`config.mk`:
```
export PLATFORM = sky130hd
export DESIGN_NAME = word_stuffing_frame_decoder_flat
export DESIGN_NICKNAME = d
export VERILOG_FILES = /design/src/rtl/wsfd_pkg.sv /design/src/rtl/wsfd_if.sv /design/src/rtl/wsfd_cfg.sv /design/src/rtl/wsfd_core.sv /design/src/rtl/wsfd_outq.sv /design/src/rtl/word_stuffing_frame_decoder.sv /design/src/flat_wrapper.sv
export SDC_FILE = /design/constraint.sdc
export NUM_CORES = 1
export LEC_CHECK = 0
export ABC_AREA = 1
export ABC_CLOCK_PERIOD_IN_PS = 9600
export BUFFER_PORTS_ARGS = -buffer_cell sky130_fd_sc_hd__buf_2
export CAP_MARGIN = 25
export CORE_MARGIN = 2
export CORE_UTILIZATION = 45
export DETAILED_ROUTE_END_ITERATION = 6
export PLACE_DENSITY = 0.65
export SLEW_MARGIN = 20
export SYNTH_ARGS = -nofsm -noshare
export SYNTH_HDL_FRONTEND = slang
export SYNTH_SLANG_ARGS = --single-unit
export TNS_END_PERCENT = 100
```
`constraint.sdc`:
```
create_clock -name clk -period 9.6 [get_ports clk]
set_input_delay 1.92 -clock clk [delete_from_list [all_inputs] [get_ports clk]]
set_output_delay 1.92 -clock clk [all_outputs]
set_load 0.01 [all_outputs]
```
`src/rtl/wsfd_pkg.sv`:
```
`timescale 1ns / 1ps
// ----------------------------------------------------------------------------
// wsfd_pkg
// Shared types and constants for the word-stuffed frame decoder.
// ----------------------------------------------------------------------------
package wsfd_pkg;

    localparam int WORD_W      = 32;
    localparam int KIND_W      = 2;
    localparam int VBYTES_W    = 3;
    localparam int STATUS_W    = 3;
    localparam int CFG_IDX_W   = 2;
    localparam int FILL_W      = 2;

    localparam logic [WORD_W-1:0]   BYTES_INIT       = 32'd4;
    localparam logic [WORD_W:0]     WORD_BYTES_EXT   = 33'd4;
    localparam logic [VBYTES_W-1:0] WORD_BYTES_VB    = 3'd4;
    localparam logic [WORD_W-1:0]   DELIM_FIRST_RST  = 32'hFFFF_FFFF;
    localparam logic [WORD_W-1:0]   DELIM_SECOND_RST = 32'hFFFF_FFFE;
    localparam logic [WORD_W-1:0]   PADDING_RST      = 32'hFFFF_FFFD;
    localparam logic [WORD_W-1:0]   MAX_BYTES_RST    = 32'd0;

    typedef enum logic [KIND_W-1:0] {
        KIND_WORD  = 2'd0,
        KIND_TRUNC = 2'd1,
        KIND_END   = 2'd2
    } kind_e;

    typedef enum logic [STATUS_W-1:0] {
        ST_DATA     = 3'd0,
        ST_DONE     = 3'd1,
        ST_NO_DELIM = 3'd2,
        ST_NO_PAD   = 3'd3,
        ST_PAD_ONLY = 3'd4,
        ST_LIMIT    = 3'd5,
        ST_TRUNC    = 3'd6,
        ST_PAD_OVER = 3'd7
    } status_e;

    typedef enum logic [CFG_IDX_W-1:0] {
        REG_DELIM_FIRST  = 2'd0,
        REG_DELIM_SECOND = 2'd1,
        REG_PADDING      = 2'd2,
        REG_MAX_BYTES    = 2'd3
    } reg_idx_e;

    typedef struct packed {
        logic [WORD_W-1:0] delimiter_first;
        logic [WORD_W-1:0] delimiter_second;
        logic [WORD_W-1:0] padding_word;
        logic [WORD_W-1:0] max_bytes;
    } cfg_t;

    typedef struct packed {
        logic [WORD_W-1:0]   data_word;
        logic [VBYTES_W-1:0] valid_bytes;
        status_e             status;
        logic                last;
    } res_t;

endpackage

```
`src/rtl/wsfd_if.sv`:
```
`timescale 1ns / 1ps
// ----------------------------------------------------------------------------
// wsfd channel interfaces
// Valid/ready channels for stream words in and decoded results out.
// ----------------------------------------------------------------------------
interface wsfd_in_if;
    import wsfd_pkg::*;

    logic                valid;
    logic                ready;
    logic [KIND_W-1:0]   kind;
    logic [WORD_W-1:0]   word;

    modport source (output valid, output kind, output word, input ready);
    modport sink   (input valid, input kind, input word, output ready);
endinterface

interface wsfd_out_if;
    import wsfd_pkg::*;

    logic                  valid;
    logic                  ready;
    logic [WORD_W-1:0]     data_word;
    logic [VBYTES_W-1:0]   valid_bytes;
    logic [STATUS_W-1:0]   status;
    logic                  last;

    modport source (output valid, output data_word, output valid_bytes, output status,
                    output last, input ready);
    modport sink   (input valid, input data_word, input valid_bytes, input status,
                    input last, output ready);
endinterface

```
`src/rtl/wsfd_cfg.sv`:
```
`timescale 1ns / 1ps
// ----------------------------------------------------------------------------
// wsfd_cfg
// Configuration register file with a plain indexed write port.
// ----------------------------------------------------------------------------
module wsfd_cfg (
    input  logic                             clk,
    input  logic                             rst_n,
    input  logic                             we,
    input  logic [wsfd_pkg::CFG_IDX_W-1:0]   index,
    input  logic [wsfd_pkg::WORD_W-1:0]      data,
    output wsfd_pkg::cfg_t                   cfg
);
    import wsfd_pkg::*;

    cfg_t cfg_reg;

    always_ff @(posedge clk or negedge rst_n)
    begin
        if (!rst_n)
        begin
            cfg_reg.delimiter_first  <= DELIM_FIRST_RST;
            cfg_reg.delimiter_second <= DELIM_SECOND_RST;
            cfg_reg.padding_word     <= PADDING_RST;
            cfg_reg.max_bytes        <= MAX_BYTES_RST;
        end
        else if (we)
        begin
            unique case (reg_idx_e'(index))
                REG_DELIM_FIRST:  cfg_reg.delimiter_first  <= data;
                REG_DELIM_SECOND: cfg_reg.delimiter_second <= data;
                REG_PADDING:      cfg_reg.padding_word     <= data;
                REG_MAX_BYTES:    cfg_reg.max_bytes        <= data;
                default:          cfg_reg                  <= cfg_reg;
            endcase
        end
    end

    assign cfg = cfg_reg;

endmodule

```
`src/rtl/wsfd_core.sv`:
```
`timescale 1ns / 1ps
// ----------------------------------------------------------------------------
// wsfd_core
// Window state, padding removal, delimiter, pad count and byte limit checks,
// one word per cycle while the result queue has space.
// ----------------------------------------------------------------------------
module wsfd_core (
    input  logic                 clk,
    input  logic                 rst_n,
    input  wsfd_pkg::cfg_t       cfg,
    wsfd_in_if.sink              words,
    input  logic                 space,
    output logic                 push,
    output wsfd_pkg::res_t       res
);
    import wsfd_pkg::*;

    // window entries 0..2; a fourth word is only ever the incoming one
    logic [WORD_W-1:0] w_reg [3];
    logic [WORD_W-1:0] w_next [3];
    logic [WORD_W-1:0] last_reg, last_next;
    logic [FILL_W-1:0] fill_reg, fill_next;
    logic              after_reg, after_next;
    logic [WORD_W-1:0] bytes_reg, bytes_next;

    logic              take;
    logic [WORD_W:0]   bytes_sum;
    logic [WORD_W-1:0] bytes_inc;
    logic              over_limit;
    logic              is_delim;
    logic              is_pad;
    logic [WORD_W-1:0] pad;

    assign words.ready = space;
    assign take        = words.valid && space;

    assign bytes_sum  = {1'b0, bytes_reg} + WORD_BYTES_EXT;
    assign bytes_inc  = bytes_sum[WORD_W] ? '1 : bytes_sum[WORD_W-1:0];
    assign over_limit = (cfg.max_bytes != '0) && (bytes_inc > cfg.max_bytes);
    assign is_delim   = (fill_reg != '0) && !after_reg &&
                        (words.word == cfg.delimiter_first) &&
                        (last_reg == cfg.delimiter_second);
    assign is_pad     = (fill_reg != '0) && !after_reg && (words.word == cfg.padding_word);
    assign pad        = (fill_reg == 2'd3) ? w_reg[1] : w_reg[0];

    always_comb
    begin
        w_next     = w_reg;
        last_next  = last_reg;
        fill_next  = fill_reg;
        after_next = after_reg;
        bytes_next = bytes_reg;
        push       = 1'b0;
        res        = '{data_word: '0, valid_bytes: '0, status: ST_DATA, last: 1'b0};

        if (take)
        begin
            case (kind_e'(words.kind))
                KIND_WORD:
                begin
                    if (over_limit)
                    begin
                        push       = 1'b1;
                        res.status = ST_LIMIT;
                        res.last   = 1'b1;
                    end
                    else if (is_delim)
                    begin
                        push     = 1'b1;
                        res.last = 1'b1;
                        case (fill_reg) inside
                            2'd0, 2'd1: res.status = ST_NO_PAD;
                            2'd2:
                            begin
                                if (pad == '0)
                                    res.status = ST_DONE;
                                else if (pad[WORD_W-1:2] != '0)
                                    res.status = ST_PAD_OVER;
                                else
                                    res.status = ST_PAD_ONLY;
                            end
                            default:
                            begin
                                if (pad[WORD_W-1:2] != '0)
                                    res.status = ST_PAD_OVER;
                                else
                                begin
                                    res.status      = ST_DATA;
                                    res.data_word   = w_reg[0];
                                    res.valid_bytes = WORD_BYTES_VB - {1'b0, pad[1:0]};
                                end
                            end
                        endcase
                    end
                    else if (is_pad)
                    begin
                        // first padding word of a run is dropped
                        after_next = 1'b1;
                        bytes_next = bytes_inc;
                    end
                    else
                    begin
                        after_next = 1'b0;
                        bytes_next = bytes_inc;
                        last_next  = words.word;
                        case (fill_reg)
                            2'd0:
                            begin
                                w_next[0] = words.word;
                                fill_next = 2'd1;
                            end
                            2'd1:
                            begin
                                w_next[1] = words.word;
                                fill_next = 2'd2;
                            end
                            2'd2:
                            begin
                                w_next[2] = words.word;
                                fill_next = 2'd3;
                            end
                            default:
                            begin
                                // window full: oldest word leaves as data
                                w_next[0]       = w_reg[1];
                                w_next[1]       = w_reg[2];
                                w_next[2]       = words.word;
                                push            = 1'b1;
                                res.data_word   = w_reg[0];
                                res.valid_bytes = WORD_BYTES_VB;
                            end
                        endcase
                    end
                end
                KIND_TRUNC:
                begin
                    push       = 1'b1;
                    res.status = ST_TRUNC;
                    res.last   = 1'b1;
                end
                default:
                begin
                    push       = 1'b1;
                    res.status = ST_NO_DELIM;
                    res.last   = 1'b1;
                end
            endcase

            if (res.last)
            begin
                fill_next  = '0;
                after_next = 1'b0;
                bytes_next = BYTES_INIT;
            end
        end
    end

    always_ff @(posedge clk or negedge rst_n)
    begin
        if (!rst_n)
        begin
            fill_reg  <= '0;
            after_reg <= 1'b0;
            bytes_reg <= BYTES_INIT;
        end
        else
        begin
            fill_reg  <= fill_next;
            after_reg <= after_next;
            bytes_reg <= bytes_next;
        end
    end

    always_ff @(posedge clk)
    begin
        w_reg    <= w_next;
        last_reg <= last_next;
    end

    a_push_has_space: assert property (@(posedge clk) disable iff (!rst_n)
        push |-> space)
        else $error("result pushed with no queue space");

    a_last_clears: assert property (@(posedge clk) disable iff (!rst_n)
        push && res.last |=> fill_reg == '0 && !after_reg && bytes_reg == BYTES_INIT)
        else $error("terminal result did not clear frame state");

    a_trunc_ends: assert property (@(posedge clk) disable iff (!rst_n)
        take && words.kind == KIND_TRUNC |-> push && res.status == ST_TRUNC && res.last)
        else $error("truncated word did not end the frame");

    a_after_needs_fill: assert property (@(posedge clk) disable iff (!rst_n)
        after_reg |-> fill_reg != '0)
        else $error("padding flag set with empty window");

    a_bytes_floor: assert property (@(posedge clk) disable iff (!rst_n)
        bytes_reg >= BYTES_INIT)
        else $error("byte count below codec id size");

endmodule

```
`src/rtl/wsfd_outq.sv`:
```
`timescale 1ns / 1ps
// ----------------------------------------------------------------------------
// wsfd_outq
// Two-entry result queue; decouples input acceptance from output stalls.
// ----------------------------------------------------------------------------
module wsfd_outq (
    input  logic             clk,
    input  logic             rst_n,
    input  logic             push,
    input  wsfd_pkg::res_t   din,
    output logic             space,
    wsfd_out_if.source       results
);
    import wsfd_pkg::*;

    res_t       q_reg [2];
    logic       wr_reg, rd_reg;
    logic [1:0] count_reg, count_next;
    logic       pop;
    res_t       head;

    assign pop   = (count_reg != 2'd0) && results.ready;
    assign space = (count_reg != 2'd2);
    assign head  = q_reg[rd_reg];

    assign results.valid       = (count_reg != 2'd0);
    assign results.data_word   = head.data_word;
    assign results.valid_bytes = head.valid_bytes;
    assign results.status      = head.status;
    assign results.last        = head.last;

    always_comb
    begin
        count_next = count_reg;
        if (push && !pop)
            count_next = count_reg + 2'd1;
        else if (pop && !push)
            count_next = count_reg - 2'd1;
    end

    always_ff @(posedge clk or negedge rst_n)
    begin
        if (!rst_n)
        begin
            wr_reg    <= 1'b0;
            rd_reg    <= 1'b0;
            count_reg <= 2'd0;
        end
        else
        begin
            count_reg <= count_next;
            if (push)
                wr_reg <= !wr_reg;
            if (pop)
                rd_reg <= !rd_reg;
        end
    end

    always_ff @(posedge clk)
    begin
        if (push)
            q_reg[wr_reg] <= din;
    end

endmodule

```
`src/rtl/word_stuffing_frame_decoder.sv`:
```
`timescale 1ns / 1ps
// ----------------------------------------------------------------------------
// word_stuffing_frame_decoder
// Removes word stuffing and delimiter framing from a 32-bit word stream.
// ----------------------------------------------------------------------------
//  channel   dir  handshake     payload
//  words     in   valid/ready   kind[1:0], word[31:0]
//  results   out  valid/ready   data_word[31:0], valid_bytes[2:0], status[2:0], last
//  cfg       in   cfg_we        cfg_index[1:0], cfg_data[31:0]
//
//  one word per cycle while a queue entry is free; any result is queued on acceptance
//  results wait in a two-entry queue, so words keep flowing while one result stalls
//  words.ready drops only when both queue entries are full
//  rst_n clears frame state and restores register defaults; no clearing pass
// ----------------------------------------------------------------------------
module word_stuffing_frame_decoder (
    input  logic                             clk,
    input  logic                             rst_n,
    input  logic                             cfg_we,
    input  logic [wsfd_pkg::CFG_IDX_W-1:0]   cfg_index,
    input  logic [wsfd_pkg::WORD_W-1:0]      cfg_data,
    wsfd_in_if.sink                          words,
    wsfd_out_if.source                       results
);
    import wsfd_pkg::*;

    cfg_t cfg;
    res_t res;
    logic push;
    logic space;

    wsfd_cfg u_cfg (
        .clk   (clk),
        .rst_n (rst_n),
        .we    (cfg_we),
        .index (cfg_index),
        .data  (cfg_data),
        .cfg   (cfg)
    );

    wsfd_core u_core (
        .clk   (clk),
        .rst_n (rst_n),
        .cfg   (cfg),
        .words (words),
        .space (space),
        .push  (push),
        .res   (res)
    );

    wsfd_outq u_outq (
        .clk     (clk),
        .rst_n   (rst_n),
        .push    (push),
        .din     (res),
        .space   (space),
        .results (results)
    );

endmodule

```
`src/flat_wrapper.sv`:
```
// flat-port wrapper written by rule: the top's interface ports become plain ports
module word_stuffing_frame_decoder_flat import wsfd_pkg::*;
  (clk, rst_n, cfg_we, cfg_index, cfg_data, words_valid, words_kind, words_word, words_ready, results_valid, results_data_word, results_valid_bytes, results_status, results_last, results_ready);
  wsfd_in_if words_i ();
  wsfd_out_if results_i ();
  input  logic clk;
  input  logic rst_n;
  input  logic cfg_we;
  input  logic [wsfd_pkg::CFG_IDX_W-1:0] cfg_index;
  input  logic [wsfd_pkg::WORD_W-1:0] cfg_data;
  input wire logic [$bits(words_i.valid)-1:0] words_valid;
  input wire logic [$bits(words_i.kind)-1:0] words_kind;
  input wire logic [$bits(words_i.word)-1:0] words_word;
  output wire logic [$bits(words_i.ready)-1:0] words_ready;
  output wire logic [$bits(results_i.valid)-1:0] results_valid;
  output wire logic [$bits(results_i.data_word)-1:0] results_data_word;
  output wire logic [$bits(results_i.valid_bytes)-1:0] results_valid_bytes;
  output wire logic [$bits(results_i.status)-1:0] results_status;
  output wire logic [$bits(results_i.last)-1:0] results_last;
  input wire logic [$bits(results_i.ready)-1:0] results_ready;
  assign words_i.valid = words_valid;
  assign words_i.kind = words_kind;
  assign words_i.word = words_word;
  assign words_ready = words_i.ready;
  assign results_valid = results_i.valid;
  assign results_data_word = results_i.data_word;
  assign results_valid_bytes = results_i.valid_bytes;
  assign results_status = results_i.status;
  assign results_last = results_i.last;
  assign results_i.ready = results_ready;
  word_stuffing_frame_decoder u_core (.clk(clk), .rst_n(rst_n), .cfg_we(cfg_we), .cfg_index(cfg_index), .cfg_data(cfg_data), .words(words_i), .results(results_i));
endmodule
```
==> results.toml, run 1 <==
[outcome]
outcome = "finished clean"

[power_and_ir_drop]
p_int_w = 0.00328
seqPwrFrac_pct = 44.8
p_comb_share_pct = 22.2
power.static_leakage_nw = 8.95
vdd_drop_max_mv = 0.154
switching_power_w = 0.00144
clkPwrFrac_pct = 33.0
power.density_nw_per_um2 = 233
switching_share_pct = 30.5

[sta]
slew_headroom_pct = 45.6
tightest_slew_ps = 815
rsz0062_at_grt = "false"
fin_worst_skew_ps = 24.2
fin_crit_sh_pct = 49.1
tns_ps = 0
slew_violations = 0
fmaxAchievable_mhz = 212
finalCriticalPeriod_ps = 4710
setup_viol = 0
hold_viol = 0

[synth]
yosys_warnings = 0
synth_cell_types = 45
mappedNetlistArea_um2 = 17800
async_flop_share_pct = 44.8
avgSynthCellArea_um2 = 9.54
syn_inst = 1863
synth_seq_cells = 373
synth_edf_count = 206
syn_nets = 1976
yosysSeqAreaShare_pct = 59.0
synth_ff_type = "edfxtp_1"

[global_route]
overflow = 0
grt_pass1_vias = 12749
grt_util_met3_pct = 3.00
grt_pass1_wl_um = 71100
grt_util_all_layers_pct = 22.4
grt_util_met1_pct = 31.4
grtUsageMet2_pct = 35.8
grt_max_degree = 65
grt.busiest_layer = "met2"
antenna_found_initial = 1

[setup_path]
cp.buffers_inverters = 2
regToRegEndpoint = "u_core.u_core.last_reg[11]"
reg2reg_slack_ps = 4890
cp-end-kind = "register"
crit_chain = "ha_1 > nand2_1 > nor2_2 > nand2_2 > nor2_4 > nand4_4 > nor2_1 > nand3_1 > xor2_1 > nor2_1 > inv_1 > ha_1 > nand2_1 > nor2_1 > and2_1 > nand3_1 > nor2_1 > nor2_1 > nand2_4 > nand3_2 > nor2_2 > buf_4"
crit_type = "register to register"
worstPathMaxFanout = 21
max_stage_delay_ps = 570
cp.arrival_ps = 4910
start_kind = "register"
crit_path_frequent_cell = "nor2_1"
r2r_start = "u_core.u_core.bytes_reg[2]"
path_delay_family = "simple AND/OR/NAND/NOR gates"
worstRegToRegCells = 22
critPathSlowestCell = "dfstp_2"
cp.required_ps = 9790

[min_path]
hold_depth = 2
holdPathEnd = "u_core.u_cfg.cfg[8]"
min_from = "u_core.u_cfg.cfg[8]"
holdCritPathClass = "register to register"

[clock_network]
clkTransAtPathRegs_ps = 60
clk_latency_ps = 550
cts_root_buf = "clkbuf_16"
cts_made_buffers = 41
cts_buffer_depth = 3
cts_tree = "built"
clkSinkCount = 373
cts.htree.levels = 2
post-cts-setup-buffer-count = 0
ctsResizeCount = 0
cts_hold_buf = 0

[routing]
drt_iter0_drc = 1020
drtAntennaViolNets = 0
drc = 0
dr_total_vias = 13009
via_per_inst = 5.15
wl_um = 45300
first_pass_iters = 5
wl_per_cell_um = 17.9

[cells_and_area]
drive_gt1_share_pct = 18.4
fill_cells = 3510
largest_reg_flops = 128
num-nets-final = 2091
syn_to_final_growth_pct = 14.0
postLayoutCellArea_um2 = 20300
diodes = 0

[place]
port_buffers = 113
dp_hpwl_um = 32300
gp_congestion = 0.910
place_area_um2 = 18900

[floorplanning]
initial_utilization_pct = 45.8
die_y_um = 203
die_x_um = 203
core_um2 = 38800
die_area_um2 = 41100
io_pins = 114
core.rowCount = 72

[run]
maxCapViolations = 0
[synth_stat cells (all sizes together) (9+ instances only)]
master / count / share of area, %
dfrtp: 72 / 10
buf: 13 / 0.61
nand2: 518 / 11
edfxtp: 206 / 35
xor2: 46 / 2.3
ha: 40 / 2.8
a21oi: 47 / 1.3
mux2: 10 / 0.63
nand4: 29 / 1.2
o22ai: 19 / 0.95
clkbuf: 46 / 0.97
inv: 234 / 4.9
nor2: 174 / 4.1
nand3: 38 / 1.3
dfstp: 95 / 14
nor3: 23 / 0.73
o21ai: 192 / 5.4
nor4: 12 / 0.42
xnor2: 32 / 1.6
or2: 9 / 0.32
[cells in the final DEF (no fill, tap or decap), types with 12 or more instances in the layout]
| master | Yosys | layout |
|---|---|---|
| dfstp_2 | 95 | 95 |
| inv_1 | 228 | 228 |
| o21ai_0 | 179 | 179 |
| xor2_1 | 46 | 46 |
| a21oi_1 | 46 | 46 |
| nor2_1 | 153 | 151 |
| nand3_1 | 33 | 31 |
| nand4_1 | 27 | 27 |
| nand2_1 | 510 | 508 |
| edfxtp_1 | 206 | 206 |
| xnor2_1 | 32 | 32 |
| nor2_2 | 16 | 17 |
| buf_2 | 2 | 112 |
| clkbuf_16 | 0 | 41 |
| buf_4 | 3 | 15 |
| nor4_1 | 12 | 12 |
| ha_1 | 40 | 39 |
| dfrtp_1 | 72 | 72 |
| nor3_1 | 20 | 17 |
[worst register-to-register path, stage by stage, from the launching register on]
cell and delay (ps):
dfstp_2 570, ha_1 200, nand2_1 70, nor2_2 130, nand2_2 100, nor2_4 140
nand4_4 170, nor2_1 220, nand3_1 120, xor2_1 160, nor2_1 200, inv_1 70
ha_1 280, nand2_1 50, nor2_1 110, and2_1 170, nand3_1 90, nor2_1 120
nor2_1 80, nand2_4 120, nand3_2 170, nor2_2 570, buf_4 460
[kinds of logic after synthesis]
logic type | after synthesis | synth area share, %
muxes | 10 | 0.634
DFF | 373 | 59.0
buffers and inverters | 294 | 6.54
AOI/OAI and AO/OA | 263 | 7.95
xor gates and xnor gates | 78 | 3.84
adders and majority gates | 40 | 2.82
and+or+nand+nor | 805 | 19.2
[layer usage]
metal / vias up / wire (um)
met5: - / 13
met4: 2 / 1530
met3: 83 / 2600
met2: 408 / 20600
met1: 6220 / 20500
li1: 6296 / -
[power groups by stage]
stage	Combinational, W	Sequential, W	Clock (W)
finish	0.00105	0.00212	0.00156
global route	0.00119	0.00214	0.00165
CTS	0.00106	0.00212	0.00159
detailed placement	0.00106	0.00214	0
global placement	0.00102	0.00214	0
floorplan	0.000687	0.00212	0
[per-stage QoR]
stage	instances	worst slack [ps]	hold slack [ps]	util, %	total power [W]
5_1_grt	2527	4460	504	52.2	0.00498
2_1_floorplan	1863	4080	441	-	0.00280
3_5_place_dp	2453	4910	470	48.8	0.00320
4_1_cts	2527	4910	484	52.2	0.00477
6_report	2527	4890	484	52.2	0.00473
3_3_place_gp	2450	4600	457	48.6	0.00316
[area by class of cell]
class | instances | area (um^2) | share of cell area [%]
repair buffers | 131 | 752 | 3.71
clock inverters | 24 | 250 | 1.24
clock buffers | 50 | 1070 | 5.28
inverters | 235 | 882 | 4.36
well taps | 518 | 648 | 3.20
flip-flops and latches | 373 | 10500 | 51.8
multi-input cells | 1196 | 6170 | 30.4
[worst max-delay path by stage]
stage	from	slack, ps	to	cells after the start
2_1_floorplan	u_core.u_core.bytes_reg[2]	4080	u_core.u_core.w_reg[32]	21
3_3_place_gp	words_word[27]	4600	u_core.u_outq.q_reg[1][11]	14
3_5_place_dp	words_word[27]	4910	u_core.u_outq.q_reg[1][14]	15
4_1_cts	u_core.u_core.bytes_reg[2]	4910	u_core.u_core.last_reg[2]	22
5_1_grt	u_core.u_core.bytes_reg[2]	4460	u_core.u_core.last_reg[8]	22
6_report	u_core.u_core.bytes_reg[2]	4890	u_core.u_core.last_reg[11]	22
Note: power is estimated with default switching activity, not from simulation.
==> run 2, diff against run 1 <==
--- a/config.mk
+++ b/config.mk
@@ -5,8 +5,8 @@
 export SDC_FILE = /design/constraint.sdc
 export NUM_CORES = 1
 export LEC_CHECK = 0
-export ABC_AREA = 1
-export ABC_CLOCK_PERIOD_IN_PS = 9600
+export ABC_AREA = 0
+export ABC_CLOCK_PERIOD_IN_PS = 4580
 export BUFFER_PORTS_ARGS = -buffer_cell sky130_fd_sc_hd__buf_2
 export CAP_MARGIN = 25
 export CORE_MARGIN = 2
==> constraint.sdc (replaced) <==
create_clock -name clk -period 4.58 [get_ports clk]
set_input_delay 0.916 -clock clk [delete_from_list [all_inputs] [get_ports clk]]
set_output_delay 0.916 -clock clk [all_outputs]
set_load 0.01 [all_outputs]
==> results.toml, run 2 <==
[routing]
drc = 0
dr_total_vias = 10732
drt_iter0_drc = 608
drtAntennaViolNets = 0
via_per_inst = 5.46
first_pass_iters = 5
wl_per_cell_um = 21.0
wl_um = 41300

[sta]
tightest_slew_ps = 887
slew_violations = 0
rsz0062_at_grt = "false"
finalCriticalPeriod_ps = 4360
worst_hold_slack_ps = 453
fmaxAchievable_mhz = 229
setup_viol = 0
fin_crit_sh_pct = 95.3
hold_viol = 0
fin_worst_skew_ps = 17.1
slew_headroom_pct = 40.8

[clock_network]
cts_made_buffers = 40
cts.htree.levels = 2
clkSinkCount = 373
clk_latency_ps = 550
cts_buffer_depth = 3
clkTransAtPathRegs_ps = 60
cts_root_buf = "clkbuf_16"
cts_hold_buf = 0
cts_tree = "built"

[setup_path]
crit_cells = 16
critPathSlowestCell = "dfstp_2"
cp.required_ps = 4810
path_delay_family = "simple AND/OR/NAND/NOR gates"
crit_path_frequent_cell = "and3_4"
cp.buffers_inverters = 1
cp.arrival_ps = 4600
cp-end-kind = "register"
r2r_start = "u_core.u_core.bytes_reg[2]"
regToRegEndpoint = "u_core.u_core.w_reg[24]"
startpoint = "u_core.u_core.bytes_reg[2]"
reg2reg_slack_ps = 220
crit_type = "register to register"
start_kind = "register"
cp-endpoint = "u_core.u_core.w_reg[24]"
worstPathMaxFanout = 32
worstRegToRegCells = 16
max_stage_delay_ps = 600
crit_chain = "nand4_1 > nor4_4 > and3_4 > and3_4 > and3_4 > xnor2_1 > nand2_1 > ha_1 > nand4_1 > nor2_1 > a22oi_1 > o211ai_1 > o21ai_2 > nand3_1 > nor4b_4 > buf_12"

[global_route]
grt_pass1_wl_um = 64200
grt_util_all_layers_pct = 20.6
grt_max_degree = 97
overflow = 0
antenna_found_initial = 2
grt_pass1_vias = 10972

[floorplanning]
die_area_um2 = 40200
die_y_um = 201
die_x_um = 201
initial_utilization_pct = 45.9
core.rowCount = 71
io_pins = 114
core_um2 = 37800

[synth]
synth_edf_count = 206
synth_area_leaders = "edfxtp_1 36%, mux2_2 15%, dfstp_2 14%"
synth_cell_types = 60
yosysSeqAreaShare_pct = 60.3
synth_top_area_share_pct = 35.6
mappedNetlistArea_um2 = 17400
async_flop_share_pct = 44.8
synth_ff_type = "edfxtp_1"
syn_nets = 1389
yosys_warnings = 0
synth_largest_area_cell = "edfxtp_1"
avgSynthCellArea_um2 = 13.6
synth_commonest_cells = "230 x mux2_2, 206 x edfxtp_1, 95 x dfstp_2"
syn_inst = 1276
synth_seq_cells = 373
yosys.cell_count.top_type = "mux2_2"

[power_and_ir_drop]
vdd_drop_max_mv = 0.273
p_total_w = 0.00993
power.density_nw_per_um2 = 488
power.static_leakage_nw = 7.77

[cells_and_area]
num-nets-final = 1532
mostFrequentLayoutCells = "230 x mux2_2, 206 x edfxtp_1, 112 x buf_2, 95 x dfstp_2, 87 x xnor2_1"
syn_to_final_growth_pct = 17.1
final_util_pct = 53.8
postLayoutCellArea_um2 = 20400
drive_gt1_share_pct = 40.9
final_common_cell = "mux2_2"
largest_reg_flops = 128

[place]
gp_congestion = 0.873
dp_hpwl_um = 29400
port_buffers = 113
place_area_um2 = 18900

[min_path]
holdCritPathClass = "input pin to async pin"

[outcome]
outcome = "finished clean"

[run]
maxCapViolations = 0
[run 2: worst min path at each step]
stage,startpoint,to,slack (ps),depth (start not counted)
floorplan,u_core.u_core.after_reg,u_core.u_core.after_reg,450,2
global placement,u_core.u_core.bytes_reg[26],u_core.u_core.bytes_reg[26],480,2
detailed placement,u_core.u_outq.count_reg[1],u_core.u_outq.count_reg[1],500,1
CTS,rst_n,u_core.u_core.bytes_reg[23],490,1
global route,rst_n,u_core.u_core.bytes_reg[21],510,1
finish,rst_n,u_core.u_core.bytes_reg[18],450,1
[run 2: final cells by class]
cell class | count | area (um^2)
inverters | 48 | 180
flip-flops and latches | 373 | 10500
repair buffers | 156 | 987
clock inverters | 15 | 106
multi-input cells | 800 | 6740
well taps | 511 | 639
clock buffers | 59 | 1210
diodes | 2 | 5.00
fillers | 3200 | 17500
[run 2: stage by stage]
step	setup TNS, ps	setup slack (ps)	cells
floorplan	-3760	-108	1276
global placement	0	216	1879
detailed placement	0	20.2	1879
CTS	0	1.05	1953
global route	0	15.2	1964
finish	0	216	1964
[run 2: power breakdown]
| part | leakage (nW) | switching (W) | internal [W] |
|---|---|---|---|
| registers | 3.82 | 0.000259 | 0.00423 |
| clock network | 0.652 | 0.00129 | 0.00189 |
| logic | 3.30 | 0.00118 | 0.00109 |
[run 2: cells by family (layout without fill, tap and decap cells)]
group,count (synthesis),after routing,share of synthesized area (%)
AOI/OAI and AO/OA,129,129,4.79
xor gates and xnor gates,114,114,5.74
adders and majority gates,40,40,2.88
buffers and inverters,103,278,2.25
DFF,373,373,60.3
muxes,233,233,15.1
other,0,2,0
and+or+nand+nor,284,284,8.95
[run 2: repair_timing]
action / CTS / global route
resized for setup: 0 / 10
buffers inserted: 0 / 8
endpoints found under the setup margin: 0 / 315
[run 2: routing by layer]
metal	vias to the layer above	track usage (%)	wire [um]
met2	220	33.1	19300
li1	5020	-	-
met4	0	6.64	1010
met3	63	2.82	1560
met5	-	0	0
met1	5429	29.0	19500
==> run 3, diff against run 2 <==
--- a/config.mk
+++ b/config.mk
@@ -9,7 +9,7 @@
 export ABC_CLOCK_PERIOD_IN_PS = 4580
 export BUFFER_PORTS_ARGS = -buffer_cell sky130_fd_sc_hd__buf_2
 export CAP_MARGIN = 25
-export CORE_MARGIN = 2
+export CORE_MARGIN = 4
 export CORE_UTILIZATION = 45
 export DETAILED_ROUTE_END_ITERATION = 6
 export PLACE_DENSITY = 0.65
==> constraint.sdc (replaced) <==
create_clock -name clk -period 4.58 [get_ports clk]
set_input_delay 0.229 -clock clk [delete_from_list [all_inputs] [get_ports clk]]
set_output_delay 0.229 -clock clk [all_outputs]
set_load 0.01 [all_outputs]
==> results.toml, run 3 (synthesis gave the netlist of run 2 again) <==
[clock_network]
clk_latency_ps = 530
cts_root_buf = "clkbuf_16"
cts_tree = "built"
cts.htree.levels = 2
clkSinkCount = 373
cts_buffer_depth = 3
cts_made_buffers = 40
clkTransAtPathRegs_ps = 60

[min_path]
hold_depth = 1
holdCritPathClass = "input pin to register"

[sta]
slew_headroom_pct = 37.6
slew_violations = 0
tightest_slew_ps = 936
fmaxAchievable_mhz = 228
fin_worst_skew_ps = 17.8
rsz0062_at_grt = "true"
tns_ps = 0
finalCriticalPeriod_ps = 4380
setup_viol = 0
worst_hold_slack_ps = 23.4
fin_crit_sh_pct = 95.7
hold_viol = 0

[floorplanning]
die_area_um2 = 41800
die_x_um = 205
core_um2 = 37800
core.rowCount = 71
die_y_um = 205
io_pins = 114
initial_utilization_pct = 45.9

[routing]
wl_um = 41200
drc = 0
drtAntennaViolNets = 0
via_per_inst = 5.46
drt_iter0_drc = 683
first_pass_iters = 5
dr_total_vias = 10709
wl_per_cell_um = 21.0

[power_and_ir_drop]
vdd_drop_max_mv = 0.262
power.static_leakage_nw = 7.71
power.density_nw_per_um2 = 483

[place]
gp_congestion = 0.861
dp_hpwl_um = 29000
place_area_um2 = 18900
port_buffers = 113

[global_route]
grt_pass1_vias = 11055
grt_pass1_wl_um = 63900
overflow = 0
grt_util_all_layers_pct = 19.6
grt_max_degree = 96
antenna_found_initial = 1

[cells_and_area]
num-nets-final = 1531
largest_reg_flops = 128
final_util_pct = 53.6
syn_to_final_growth_pct = 16.8
final_common_cell = "mux2_2"
diodes = 0
fill_cells = 3226
drive_gt1_share_pct = 39.9
postLayoutCellArea_um2 = 20300
mostFrequentLayoutCells = "230 x mux2_2, 206 x edfxtp_1, 112 x buf_2, 95 x dfstp_2, 87 x xnor2_1"

[setup_path]
cp-end-kind = "register"
worstRegToRegCells = 17
start_kind = "register"
crit_type = "register to register"
cp.arrival_ps = 4590
cp.required_ps = 4790
worstPathMaxFanout = 32

[run]
maxCapViolations = 0

[outcome]
outcome = "finished clean"
==> run 3: area by class of cell <==
| type | count | area (um^2) | area share, % |
|---|---|---|---|
| timing repair buffer | 155 | 1010 | 4.97 |
| tap | 511 | 639 | 3.15 |
| sequential | 373 | 10500 | 51.6 |
| clock buffer | 61 | 1140 | 5.63 |
| multi-input combinational | 800 | 6750 | 33.2 |
| clock inverter | 13 | 98.8 | 0.487 |
| inverter | 48 | 180 | 0.888 |
==> run 3: final timing paths <==
check | to | slack [ps] | startpoint
worst max-delay path | u_core.u_core.last_reg[30] | 200 | u_core.u_core.bytes_reg[6]
worst min-delay path | u_core.u_core.last_reg[14] | 20 | words_word[14]
worst max register to register | u_core.u_core.last_reg[30] | 200 | u_core.u_core.bytes_reg[6]
worst min register to register | u_core.u_core.after_reg | 490 | u_core.u_core.after_reg
max in group asynchronous | u_core.u_cfg.cfg[68] | 3230 | rst_n
min in group asynchronous | u_core.u_core.bytes_reg[25] | 400 | rst_n
==> run 3: worst max-delay path, stage by stage (launching register included) <==
cell and delay (ps):
dfrtp_1 470, nand3_2 240, nor4_4 370, and3_2 340, and3_4 240, and3_4 200
xnor2_1 110, nand2_1 70, ha_1 290, nand4_1 200, nor3_1 90, a22oi_1 160
o211ai_1 190, o21ai_2 300, nand2b_2 190, buf_4 190, nor3_4 140, buf_12 260
==> run 3: per-stage QoR <==
stage | total power (W) | worst slack (ps) | instances
floorplan | 0.00606 | -108 | 1276
finish | 0.00980 | 198 | 1961
detailed placement | 0.00680 | 56.7 | 1873
CTS | 0.00989 | 59.9 | 1954
global placement | 0.00675 | 206 | 1873
global route | 0.0103 | -46.6 | 1961
==> run 3: routing by layer <==
layer | routed length (um) | global-route usage, % | up-vias
met3 | 2050 | 2.68 | 54
met5 | 0 | 0 | -
met2 | 19400 | 31.6 | 258
met1 | 18700 | 28.1 | 5389
li1 | - | - | 5008
met4 | 1020 | 5.19 | 0
==> run 3: report_power, final <==
part	internal, W	switching [W]
clock network	0.00178	0.00128
registers	0.00423	0.000261
logic	0.00108	0.00117
total	0.00709	0.00271
==> run 3: repair_timing <==
action,4_1_cts,5_1_grt
setup buffers,0,6
setup endpoints to repair,0,311
hold buffers,7,0
resized for setup,0,9
endpoints found under the hold margin,63,0
